===== src/hw/rtl/bdq_pkg.sv =====
`timescale 1ns / 1ps

package bdq_pkg;

    typedef enum logic [1:0] {
        ACT_PUSH_REAR  = 2'd0,
        ACT_POP_REAR   = 2'd1,
        ACT_PUSH_FRONT = 2'd2,
        ACT_POP_FRONT  = 2'd3
    } t_action;

    typedef enum logic [1:0] {
        ST_DONE  = 2'd0,
        ST_FULL  = 2'd1,
        ST_EMPTY = 2'd2
    } t_status;

    localparam int unsigned WORD_W = 32;

    typedef struct packed {
        logic capture;
        logic exec;
        logic load;
    } t_cmd;

endpackage


===== src/hw/rtl/bdq_ctrl.sv =====
`timescale 1ns / 1ps

module bdq_ctrl (
    input  logic         i_clk,
    input  logic         i_rst_n,
    input  logic         i_s_tvalid,
    output logic         o_s_tready,
    output logic         o_m_tvalid,
    input  logic         i_m_tready,
    output bdq_pkg::t_cmd o_cmd
);

    typedef enum logic [1:0] {
        S_IDLE,
        S_EXEC,
        S_LOAD
    } t_state;

    t_state r_state;
    logic   r_m_tvalid;
    logic   w_out_free;
    logic   w_accept;

    assign w_out_free = !r_m_tvalid || i_m_tready;
    assign w_accept   = (r_state == S_IDLE) && i_s_tvalid;

    assign o_s_tready  = (r_state == S_IDLE);
    assign o_m_tvalid  = r_m_tvalid;
    assign o_cmd.capture = w_accept;
    assign o_cmd.exec    = (r_state == S_EXEC);
    assign o_cmd.load    = (r_state == S_LOAD) && w_out_free;

    always_ff @(posedge i_clk) begin
        if (!i_rst_n) begin
            r_state    <= S_IDLE;
            r_m_tvalid <= 1'b0;
        end else begin
            if (o_cmd.load) begin
                r_m_tvalid <= 1'b1;
            end else if (i_m_tready) begin
                r_m_tvalid <= 1'b0;
            end
            unique case (r_state)
                S_IDLE: begin
                    if (i_s_tvalid) begin
                        r_state <= S_EXEC;
                    end
                end
                S_EXEC: begin
                    r_state <= S_LOAD;
                end
                S_LOAD: begin
                    if (w_out_free) begin
                        r_state <= S_IDLE;
                    end
                end
                default: begin
                    r_state <= S_IDLE;
                end
            endcase
        end
    end

endmodule


===== src/hw/rtl/bdq_dpath.sv =====
`timescale 1ns / 1ps

module bdq_dpath #(
    parameter int unsigned CAPACITY = 8
) (
    input  logic                          i_clk,
    input  logic                          i_rst_n,
    input  bdq_pkg::t_cmd                 i_cmd,
    input  logic [1:0]                    i_action,
    input  logic [bdq_pkg::WORD_W-1:0]    i_push_value,
    output logic [1:0]                    o_status,
    output logic [bdq_pkg::WORD_W-1:0]    o_popped_value
);

    localparam int unsigned IW = (CAPACITY > 1) ? $clog2(CAPACITY) : 1;
    localparam int unsigned CW = $clog2(CAPACITY + 1);
    localparam int unsigned SW = IW + 1;

    logic [bdq_pkg::WORD_W-1:0] r_mem [CAPACITY];

    bdq_pkg::t_action           r_action;
    logic [bdq_pkg::WORD_W-1:0] r_value;
    logic [IW-1:0]              r_head;
    logic [CW-1:0]              r_occ;
    bdq_pkg::t_status           r_status;
    logic                       r_pop_ok;
    logic [bdq_pkg::WORD_W-1:0] r_rd_data;
    logic [bdq_pkg::WORD_W-1:0] r_out_data;
    bdq_pkg::t_status           r_out_status;

    logic          w_full;
    logic          w_empty;
    logic          w_is_push;
    logic          w_ok;
    logic [SW-1:0] w_rear_sum;
    logic [IW-1:0] w_pos;
    logic [IW-1:0] n_head;
    logic [CW-1:0] n_occ;

    function automatic logic [IW-1:0] f_wrap(input logic [SW-1:0] s);
        logic [SW-1:0] t;
        begin
            t = (s >= SW'(CAPACITY)) ? (s - SW'(CAPACITY)) : s;
            return t[IW-1:0];
        end
    endfunction

    assign w_full     = (r_occ == CW'(CAPACITY));
    assign w_empty    = (r_occ == '0);
    assign w_is_push  = (r_action == bdq_pkg::ACT_PUSH_REAR) ||
                        (r_action == bdq_pkg::ACT_PUSH_FRONT);
    assign w_ok       = w_is_push ? !w_full : !w_empty;
    assign w_rear_sum = SW'(r_head) + SW'(r_occ);

    always_comb begin
        w_pos  = r_head;
        n_head = r_head;
        n_occ  = w_is_push ? (r_occ + CW'(1)) : (r_occ - CW'(1));
        case (r_action)
            bdq_pkg::ACT_PUSH_REAR: begin
                w_pos = f_wrap(w_rear_sum);
            end
            bdq_pkg::ACT_POP_REAR: begin
                w_pos = f_wrap(w_rear_sum - SW'(1));
            end
            bdq_pkg::ACT_PUSH_FRONT: begin
                w_pos  = (r_head == '0) ? IW'(CAPACITY - 1) : (r_head - IW'(1));
                n_head = w_pos;
            end
            default: begin
                w_pos  = r_head;
                n_head = f_wrap(SW'(r_head) + SW'(1));
            end
        endcase
    end

    always_ff @(posedge i_clk) begin
        if (!i_rst_n) begin
            r_head <= '0;
            r_occ  <= '0;
        end else if (i_cmd.exec && w_ok) begin
            r_head <= n_head;
            r_occ  <= n_occ;
        end
    end

    always_ff @(posedge i_clk) begin
        if (i_cmd.capture) begin
            r_action <= bdq_pkg::t_action'(i_action);
            r_value  <= i_push_value;
        end
        if (i_cmd.exec) begin
            r_pop_ok <= w_ok && !w_is_push;
            if (w_ok) begin
                r_status <= bdq_pkg::ST_DONE;
            end else if (w_is_push) begin
                r_status <= bdq_pkg::ST_FULL;
            end else begin
                r_status <= bdq_pkg::ST_EMPTY;
            end
        end
        if (i_cmd.load) begin
            r_out_status <= r_status;
            r_out_data   <= r_pop_ok ? r_rd_data : '0;
        end
    end

    // ring storage, one port: write on push, registered read on pop
    always_ff @(posedge i_clk) begin
        if (i_cmd.exec) begin
            if (w_ok && w_is_push) begin
                r_mem[w_pos] <= r_value;
            end
            r_rd_data <= r_mem[w_pos];
        end
    end

    assign o_status       = r_out_status;
    assign o_popped_value = r_out_data;

endmodule


===== src/hw/rtl/bounded_double_ended_queue_core.sv =====
`timescale 1ns / 1ps

// Bounded double-ended queue of CAPACITY signed 32-bit words held in a ring
// (head index plus occupancy count). Each input word asks for push rear, pop
// rear, push front or pop front (s tuser) and gives exactly one output word:
// a status in m tuser (done, rejected full, rejected empty) and the popped
// word in m tdata (zero unless a pop succeeded). One operation is in work at
// a time: accept, ring update with storage access, then output load; the
// storage has a single port with a registered read, and the output load
// waits until the output side is free. A new operation is accepted while
// the previous result still waits in the output register.
module bounded_double_ended_queue_core #(
    parameter int unsigned CAPACITY = 8
) (
    input  logic        i_clk,
    input  logic        i_rst_n,
    input  logic        i_s_tvalid,
    output logic        o_s_tready,
    input  logic [31:0] i_s_tdata,   // [31:0] push_value
    input  logic [1:0]  i_s_tuser,   // [1:0] action
    output logic        o_m_tvalid,
    input  logic        i_m_tready,
    output logic [31:0] o_m_tdata,   // [31:0] popped_value
    output logic [1:0]  o_m_tuser    // [1:0] status
);

    bdq_pkg::t_cmd w_cmd;

    bdq_ctrl u_ctrl (
        .i_clk      (i_clk),
        .i_rst_n    (i_rst_n),
        .i_s_tvalid (i_s_tvalid),
        .o_s_tready (o_s_tready),
        .o_m_tvalid (o_m_tvalid),
        .i_m_tready (i_m_tready),
        .o_cmd      (w_cmd)
    );

    bdq_dpath #(
        .CAPACITY (CAPACITY)
    ) u_dpath (
        .i_clk          (i_clk),
        .i_rst_n        (i_rst_n),
        .i_cmd          (w_cmd),
        .i_action       (i_s_tuser),
        .i_push_value   (i_s_tdata),
        .o_status       (o_m_tuser),
        .o_popped_value (o_m_tdata)
    );

endmodule

===== config.mk =====
export PLATFORM = sky130hd
export DESIGN_NAME = bounded_double_ended_queue_core
export DESIGN_NICKNAME = d
export VERILOG_FILES = /design/src/hw/rtl/bdq_pkg.sv /design/src/hw/rtl/bdq_ctrl.sv /design/src/hw/rtl/bdq_dpath.sv /design/src/hw/rtl/bounded_double_ended_queue_core.sv
export SDC_FILE = /design/constraint.sdc
export NUM_CORES = 1
export LEC_CHECK = 0
export BUFFER_PORTS_ARGS = -buffer_cell sky130_fd_sc_hd__buf_2
export CORE_MARGIN = 2
export CORE_UTILIZATION = 35
export CTS_BUF_LIST = sky130_fd_sc_hd__clkbuf_8
export DETAILED_ROUTE_END_ITERATION = 6
export PLACE_DENSITY = 0.48
export SLEW_MARGIN = 20
export SYNTH_ARGS = -nofsm -noshare
export SYNTH_HDL_FRONTEND = slang
export SYNTH_SLANG_ARGS = --single-unit
export TNS_END_PERCENT = 10

===== constraint.sdc =====
create_clock -name i_clk -period 9.38 [get_ports i_clk]
set_clock_uncertainty 0.05 [all_clocks]
set_input_delay 0.469 -clock i_clk [delete_from_list [all_inputs] [get_ports i_clk]]
set_output_delay 0.469 -clock i_clk [all_outputs]
set_load 0.05 [all_outputs]

==> flow_results.xml, run 1 <==
<?xml version="1.0" encoding="UTF-8"?>
<metrics>
  <group name="placement">
    <metric name="dp_hpwl" unit="um">15400</metric>
    <metric name="port_buffers" unit="">73</metric>
    <metric name="gp_congestion" unit="">0.678</metric>
  </group>
  <group name="final_layout">
    <metric name="nets" unit="">961</metric>
    <metric name="antenna_cells_inserted" unit="">0</metric>
    <metric name="syn_to_final_growth" unit="%">17.9</metric>
    <metric name="drive_above_1_share" unit="%">22.7</metric>
    <metric name="post-route-util" unit="%">41.6</metric>
    <metric name="nFillCells" unit="">3596</metric>
  </group>
  <group name="synthesis">
    <metric name="synth_largest_area_cell" unit="">edfxtp_1</metric>
    <metric name="post_synth_inst_count" unit="">753</metric>
    <metric name="syn_area" unit="um2">14300</metric>
    <metric name="synth_flop_cell" unit="">edfxtp_1</metric>
    <metric name="largest_cells_by_area_after_synthesis" unit="">edfxtp_1 (75%), mux2i_1 (14%), mux2_2 (2.5%)</metric>
    <metric name="ys_seq_elements" unit="">369</metric>
    <metric name="synth_largest_type_area_fraction" unit="%">75.2</metric>
    <metric name="synth-warning-count" unit="">0</metric>
    <metric name="synthArstFlopShare" unit="%">0</metric>
    <metric name="ys_types" unit="">34</metric>
    <metric name="synth_nets" unit="">800</metric>
    <metric name="synth.yosys.seq_area_share" unit="%">76.6</metric>
    <metric name="synth_enable_flop_cells" unit="">359</metric>
    <metric name="synth.avg_cell_area" unit="um2">19.0</metric>
  </group>
  <group name="pwr">
    <metric name="ir_worst_vdd" unit="uV">102</metric>
    <metric name="leakagePower" unit="uW">0.00627</metric>
    <metric name="powerDensity" unit="nW/um2">218</metric>
  </group>
  <group name="routing">
    <metric name="num_vias" unit="">6827</metric>
    <metric name="routedWlPerCell" unit="um">18.9</metric>
    <metric name="starting_drc_count_in_detailed_routing" unit="">344</metric>
    <metric name="post-route-drc-count" unit="">0</metric>
    <metric name="drt-pass1-iter-count" unit="">4</metric>
    <metric name="via_per_inst" unit="">4.57</metric>
    <metric name="number_of_antenna_violating_nets_in_the_routed_design" unit="">0</metric>
    <metric name="drt_wl_total" unit="um">28300</metric>
  </group>
  <group name="clock_tree">
    <metric name="clk_latency" unit="ps">590</metric>
    <metric name="clock-sinks" unit="">369</metric>
    <metric name="htree_num_levels" unit="">3</metric>
    <metric name="post_cts_resized" unit="">0</metric>
    <metric name="maximum_count_of_clock_buffers_along_a_single_path" unit="">3</metric>
    <metric name="tritoncts_clock_tree" unit="">built</metric>
    <metric name="number_of_buffers_inserted_during_clock_tree_synthesis" unit="">66</metric>
    <metric name="cts.root.buffer_cell" unit="">clkbuf_8</metric>
    <metric name="clkSlewWorstSetupHoldPaths" unit="ps">60</metric>
  </group>
  <group name="die">
    <metric name="full_die_area" unit="um2">42600</metric>
    <metric name="floorplan.io_pins" unit="">74</metric>
    <metric name="floorplan.die.height" unit="um">206</metric>
    <metric name="initial_utilization" unit="%">35.3</metric>
    <metric name="core_area" unit="um2">40600</metric>
    <metric name="die_w" unit="um">206</metric>
    <metric name="std_cell_rows" unit="">74</metric>
  </group>
  <group name="global_routing">
    <metric name="globalRoute.totalOverflow" unit="">0</metric>
    <metric name="globalRouteTotalUtil" unit="%">13.6</metric>
    <metric name="first_pass_grt_wire_length" unit="um">42500</metric>
    <metric name="number_of_global_route_vias_before_repair" unit="">7058</metric>
    <metric name="grt_antenna_before_repair" unit="">0</metric>
    <metric name="grt_start_max_net_pins" unit="">61</metric>
  </group>
  <group name="worst_hold_path">
    <metric name="hold_crit_class" unit="">input port to flip-flop</metric>
  </group>
  <group name="worst_setup_path">
    <metric name="critPathLaunchType" unit="">flip-flop</metric>
    <metric name="cp.required" unit="ps">9550</metric>
    <metric name="critPathArrivalTime" unit="ps">4670</metric>
    <metric name="setup.reg_to_reg.worst_slack" unit="ps">4880</metric>
    <metric name="top_fanout_value_on_the_critical_path" unit="">60</metric>
    <metric name="worstSetupPathType" unit="">flip-flop to flip-flop</metric>
    <metric name="worst_setup_path_end_kind" unit="">flip-flop</metric>
  </group>
  <group name="timing">
    <metric name="worst_slew_margin_rel" unit="%">27.2</metric>
    <metric name="timing.final.crit_share" unit="%">48.0</metric>
    <metric name="fin_tns_setup" unit="ps">0</metric>
    <metric name="report.final.hold_viol_count" unit="">0</metric>
    <metric name="max_slew.worst_pin.slew" unit="ps">1090</metric>
    <metric name="rsz_0062_raised_after_global_routing" unit="">false</metric>
    <metric name="max_freq" unit="MHz">222</metric>
    <metric name="drv_slew" unit="">0</metric>
    <metric name="setup-violations-final" unit="">0</metric>
    <metric name="layout_min_cycle_time" unit="ps">4500</metric>
  </group>
  <group name="run_status">
    <metric name="status" unit="">completed</metric>
  </group>
  <group name="job">
    <metric name="drv_cap" unit="">0</metric>
  </group>
</metrics>
==> layer usage <==
layer  GRT usage (%)  up-vias  wire [um]
li1                -     3233          -
met1            17.7     3431      12900
met2            22.2      117      13700
met3            3.20       46       1110
met4            5.20        0        551
met5               0        -          0
==> logic make-up after synthesis <==
logic type | synth area share [%]
and+or+nand+nor | 2.97
adders and majority gates | 0.890
DFF | 76.6
muxes | 16.4
xor gates and xnor gates | 0.489
buffers and inverters | 1.89
AOI/OAI and AO/OA | 0.820
==> synthesized netlist by cell type, types with 2 or more instances <==
cell,count
buf_6,12
xnor2_1,8
a21boi_0,2
nor2_1,13
or3_1,2
edfxtp_1,359
buf_2,13
mux2_2,32
nor3b_1,5
dfxtp_1,10
nand2b_1,5
a21oi_1,5
mux2i_1,196
nor3_1,6
inv_1,7
nand2_1,6
o21ai_0,5
nor2b_1,3
ha_1,7
and2_1,34
clkbuf_1,8
fa_1,2
a211oi_1,2
==> cell usage in the layout, fill, tap and decap left out, types with 4 or more instances in the layout <==
master	netlist	layout
clkinv_1	1	12
a21oi_1	5	5
mux2i_1	196	196
dfxtp_1	10	10
dlygate4sd3_1	0	34
nor2_1	13	13
nand2b_1	5	5
xnor2_1	8	8
buf_2	13	73
nand2_1	6	6
inv_1	7	32
edfxtp_1	359	359
and2_1	34	33
nor3_2	0	4
mux2_2	32	32
buf_4	1	20
ha_1	7	7
o21ai_0	5	5
nor3b_2	0	4
clkinvlp_4	0	4
clkbuf_8	0	69
==> power by group <==
| group | total, uW | internal [uW] | switching [uW] |
|---|---|---|---|
| Clock | 1370 | 736 | 638 |
| Sequential | 1900 | 1870 | 29.7 |
| Combinational | 408 | 188 | 221 |
| Total | 3680 | 2790 | 888 |
==> stage by stage <==
stage	setup slack [ps]	power [uW]	cell area, um2	instances	hold WS [ps]
final	4880	3680	16900	1493	91.5
after global routing	4600	3850	16900	1493	86.7
after detailed placement	4780	2340	15400	1344	356
after CTS	4750	3760	16900	1493	43.7
after global placement	4910	2340	15400	1344	351
after floorplan	3810	2250	14300	753	350
==> worst max-delay path, stage by stage, from the launching register on <==
cell and delay (ps):
dfxtp_1 410, ha_1 170, inv_1 50, fa_1 450, ha_1 290, mux4_4 1000
nand2_1 340, nor3b_2 780, buf_4 530
==> final timing paths <==
kind	start	endpoint	cells past startpoint
worst max-delay path	u_dpath.r_occ[0]	u_dpath.r_mem[5][24]	8
worst min-delay path	i_s_tvalid	u_ctrl.r_state[0]	2
worst max register to register	u_dpath.r_occ[0]	u_dpath.r_mem[5][24]	8
worst min register to register	u_dpath.r_status[0]	u_dpath.o_status[0]	0
==> what timing repair did <==
action	in CTS	in global routing
setup endpoints to repair	0	0
buffers inserted	0	0
endpoints found under the hold margin	34	0
hold buffers	34	0
==> area by class of cell <==
| cell class | instances | area, um2 | share of cell area (%) |
|---|---|---|---|
| clock buffer | 69 | 950 | 5.62 |
| clock inverter | 46 | 255 | 1.51 |
| inverter | 9 | 33.8 | 0.200 |
| multi-input combinational | 341 | 3160 | 18.7 |
| sequential | 369 | 11000 | 65.0 |
| tap | 532 | 666 | 3.94 |
| timing repair buffer | 127 | 856 | 5.06 |
==> flip-flops by register name (all words and copies together), names as in the netlist <==
register	flops
u_ctrl.o_m_tvalid	1
u_dpath.r_action	2
u_dpath.r_occ	4
u_dpath.r_rd_data	32
u_dpath.r_value	32
u_dpath.r_head	3
u_ctrl.r_state	2
u_dpath.o_status	2
u_dpath.o_popped_value	32
u_dpath.r_pop_ok	1
u_dpath.r_status	2
u_dpath.r_mem	256
Power figures use the tool's default switching activity.
==> run 2, diff against run 1 <==
clock period = 4.2 ns   (was 9.38 ns; I/O delays follow)
==> flow_results.xml, run 2 (same netlist as run 1, synthesis figures left out) <==
<?xml version="1.0" encoding="UTF-8"?>
<metrics>
  <group name="worst_setup_path">
    <metric name="critPathArrivalTime" unit="ps">3760</metric>
    <metric name="cp.required" unit="ps">4520</metric>
    <metric name="worstSetupPathType" unit="">flip-flop to flip-flop</metric>
    <metric name="critical_path.reg2reg.endpoint" unit="">u_dpath.r_rd_data[18]</metric>
    <metric name="crit_path_max_incr_delay" unit="ps">660</metric>
    <metric name="worstReg2RegStart" unit="">u_dpath.r_occ[0]</metric>
    <metric name="timing.critical_path.slowest_stage_cell" unit="">mux4_4</metric>
    <metric name="cp_cell_sequence" unit="">ha_1 -&gt; inv_1 -&gt; fa_1 -&gt; ha_1 -&gt; mux4_4 -&gt; buf_4 -&gt; mux2i_1 -&gt; mux2i_1 -&gt; mux2_2</metric>
    <metric name="setup.reg_to_reg.worst_slack" unit="ps">760</metric>
    <metric name="top_fanout_value_on_the_critical_path" unit="">44</metric>
    <metric name="worst_setup_path_end_kind" unit="">flip-flop</metric>
    <metric name="critPathLaunchType" unit="">flip-flop</metric>
    <metric name="r2r.worst_path.cells" unit="">9</metric>
  </group>
  <group name="routing">
    <metric name="num_vias" unit="">6873</metric>
    <metric name="drt-pass1-iter-count" unit="">4</metric>
    <metric name="met2_wirelength" unit="um">13200</metric>
    <metric name="starting_drc_count_in_detailed_routing" unit="">334</metric>
    <metric name="drt-met1-wl" unit="um">13700</metric>
    <metric name="routedWlPerCell" unit="um">19.2</metric>
    <metric name="post-route-drc-count" unit="">0</metric>
    <metric name="via_per_inst" unit="">4.60</metric>
    <metric name="number_of_antenna_violating_nets_in_the_routed_design" unit="">0</metric>
    <metric name="detailroute.wirelength.met3" unit="um">1080</metric>
    <metric name="topRoutingLayerUsed" unit="">met4</metric>
    <metric name="drt_wl_total" unit="um">28700</metric>
  </group>
  <group name="timing">
    <metric name="setup-violations-final" unit="">0</metric>
    <metric name="worst_slew_margin_rel" unit="%">36.6</metric>
    <metric name="report.final.hold_viol_count" unit="">0</metric>
    <metric name="max_freq" unit="MHz">290</metric>
    <metric name="final_critical_path_setup_slack" unit="ps">755</metric>
    <metric name="timing.final.crit_share" unit="%">82.0</metric>
    <metric name="layout_min_cycle_time" unit="ps">3440</metric>
    <metric name="fin_tns_setup" unit="ps">0</metric>
    <metric name="drv_slew" unit="">0</metric>
    <metric name="max_slew.worst_pin.slew" unit="ps">951</metric>
    <metric name="rsz_0062_raised_after_global_routing" unit="">false</metric>
  </group>
  <group name="placement">
    <metric name="place_area" unit="um2">15500</metric>
    <metric name="dp_worst_setup_slack" unit="ps">766</metric>
    <metric name="gp_congestion" unit="">0.694</metric>
    <metric name="port_buffers" unit="">73</metric>
    <metric name="dp_hpwl" unit="um">15000</metric>
  </group>
  <group name="die">
    <metric name="floorplan.die.height" unit="um">206</metric>
    <metric name="full_die_area" unit="um2">42600</metric>
    <metric name="std_cell_rows" unit="">74</metric>
    <metric name="initial_utilization" unit="%">35.3</metric>
    <metric name="floorplan.io_pins" unit="">74</metric>
    <metric name="core_area" unit="um2">40600</metric>
    <metric name="die_w" unit="um">206</metric>
  </group>
  <group name="clock_tree">
    <metric name="clock-sinks" unit="">369</metric>
    <metric name="maximum_count_of_clock_buffers_along_a_single_path" unit="">3</metric>
    <metric name="clk_latency" unit="ps">640</metric>
    <metric name="tritoncts_clock_tree" unit="">built</metric>
    <metric name="clkSlewWorstSetupHoldPaths" unit="ps">70</metric>
    <metric name="number_of_buffers_inserted_during_clock_tree_synthesis" unit="">61</metric>
    <metric name="postCtsHoldBufs" unit="">38</metric>
    <metric name="post_cts_resized" unit="">0</metric>
    <metric name="cts.repair_timing.setup_buffer_count" unit="">0</metric>
    <metric name="htree_num_levels" unit="">2</metric>
    <metric name="cts.root.buffer_cell" unit="">clkbuf_8</metric>
  </group>
  <group name="global_routing">
    <metric name="grt_start_max_net_pins" unit="">84</metric>
    <metric name="first_pass_grt_wire_length" unit="um">43200</metric>
    <metric name="number_of_global_route_vias_before_repair" unit="">7072</metric>
    <metric name="globalRoute.totalOverflow" unit="">0</metric>
    <metric name="grt_antenna_before_repair" unit="">2</metric>
    <metric name="globalRouteTotalUtil" unit="%">14.0</metric>
  </group>
  <group name="pwr">
    <metric name="ir_worst_vdd" unit="uV">234</metric>
    <metric name="powerDensity" unit="nW/um2">484</metric>
    <metric name="leakagePower" unit="uW">0.00634</metric>
  </group>
  <group name="final_layout">
    <metric name="final_common_cell" unit="">edfxtp_1</metric>
    <metric name="drive_above_1_share" unit="%">23.2</metric>
    <metric name="nets" unit="">965</metric>
    <metric name="postLayoutCellArea" unit="um2">17100</metric>
    <metric name="nFillCells" unit="">3639</metric>
    <metric name="multi_input_comb_area" unit="um2">3210</metric>
    <metric name="most_flops_register" unit="">u_dpath.r_mem</metric>
    <metric name="layout_common_cells" unit="">edfxtp_1 (359), mux2i_1 (196), buf_2 (73)</metric>
    <metric name="regArea" unit="um2">11000</metric>
    <metric name="antenna_cells_inserted" unit="">0</metric>
    <metric name="syn_to_final_growth" unit="%">19.3</metric>
    <metric name="largest_reg_flops" unit="">256</metric>
  </group>
  <group name="worst_hold_path">
    <metric name="min_path_cells" unit="">2</metric>
    <metric name="hold_crit_class" unit="">input port to flip-flop</metric>
    <metric name="holdPathEnd" unit="">u_dpath.r_value[15]</metric>
    <metric name="hold_start" unit="">i_s_tdata[15]</metric>
  </group>
  <group name="run_status">
    <metric name="status" unit="">completed</metric>
  </group>
  <group name="job">
    <metric name="drv_cap" unit="">0</metric>
  </group>
</metrics>
run 2: changes by cell type in the layout (fill, tap and decap cells not counted), sizes merged:
cell / delta
clkinv: +9
buf: +5
clkbuf: -5
dlygate4sd3: +4
inv: -11
bufinv: +3
clkinvlp: -3
run 2: layout make-up:
| type | count | share of cell area [%] |
|---|---|---|
| repair buffers | 136 | 5.97 |
| flip-flops and latches | 369 | 64.2 |
| multi-input cells | 341 | 18.8 |
| well taps | 532 | 3.89 |
| clock buffers | 64 | 5.15 |
| inverters | 9 | 0.197 |
| clock inverters | 44 | 1.84 |
run 2: worst max path at each step:
stage | from | to | slack (ps)
finish | u_dpath.r_occ[0] | u_dpath.r_rd_data[18] | 760
global route | u_dpath.r_occ[0] | u_dpath.r_rd_data[15] | 600
CTS | u_dpath.r_occ[0] | u_dpath.r_mem[6][20] | 750
detailed placement | u_dpath.r_occ[0] | u_dpath.r_rd_data[11] | 770
global placement | u_dpath.r_occ[0] | u_dpath.r_mem[6][20] | 780
floorplan | u_dpath.r_occ[0] | u_dpath.r_mem[6][0] | 20
run 2: power by group:
| group | switching (uW) | internal [uW] | leakage (uW) |
|---|---|---|---|
| combinational | 497 | 437 | 0.00233 |
| sequential | 66.7 | 4180 | 0.00335 |
| clock | 1390 | 1710 | 0.000669 |
| total | 1950 | 6320 | 0.00634 |
run 2: critical path: cells and delay by family (launching register included):
family	cells	cell delay (ps)
muxes	4	1300
buffers and inverters	2	440
adders and majority gates	3	940
DFF	1	420
run 2: metal layers:
metal / track usage (%) / vias up
met5: 0 / -
met4: 5.48 / 0
met3: 2.82 / 52
met2: 22.1 / 141
met1: 18.9 / 3432
li1: - / 3248
run 2: stage by stage:
| stage | hold WS [ps] | util [%] | total power [uW] | cells |
|---|---|---|---|---|
| 6_report | 222 | 42.1 | 8270 | 1495 |
| 3_3_place_gp | 339 | 38.2 | 5240 | 1349 |
| 4_1_cts | 165 | 42.1 | 8420 | 1495 |
| 3_5_place_dp | 338 | 38.2 | 5250 | 1349 |
| 2_1_floorplan | 259 | - | 5020 | 753 |
| 5_1_grt | 192 | 42.1 | 8640 | 1495 |
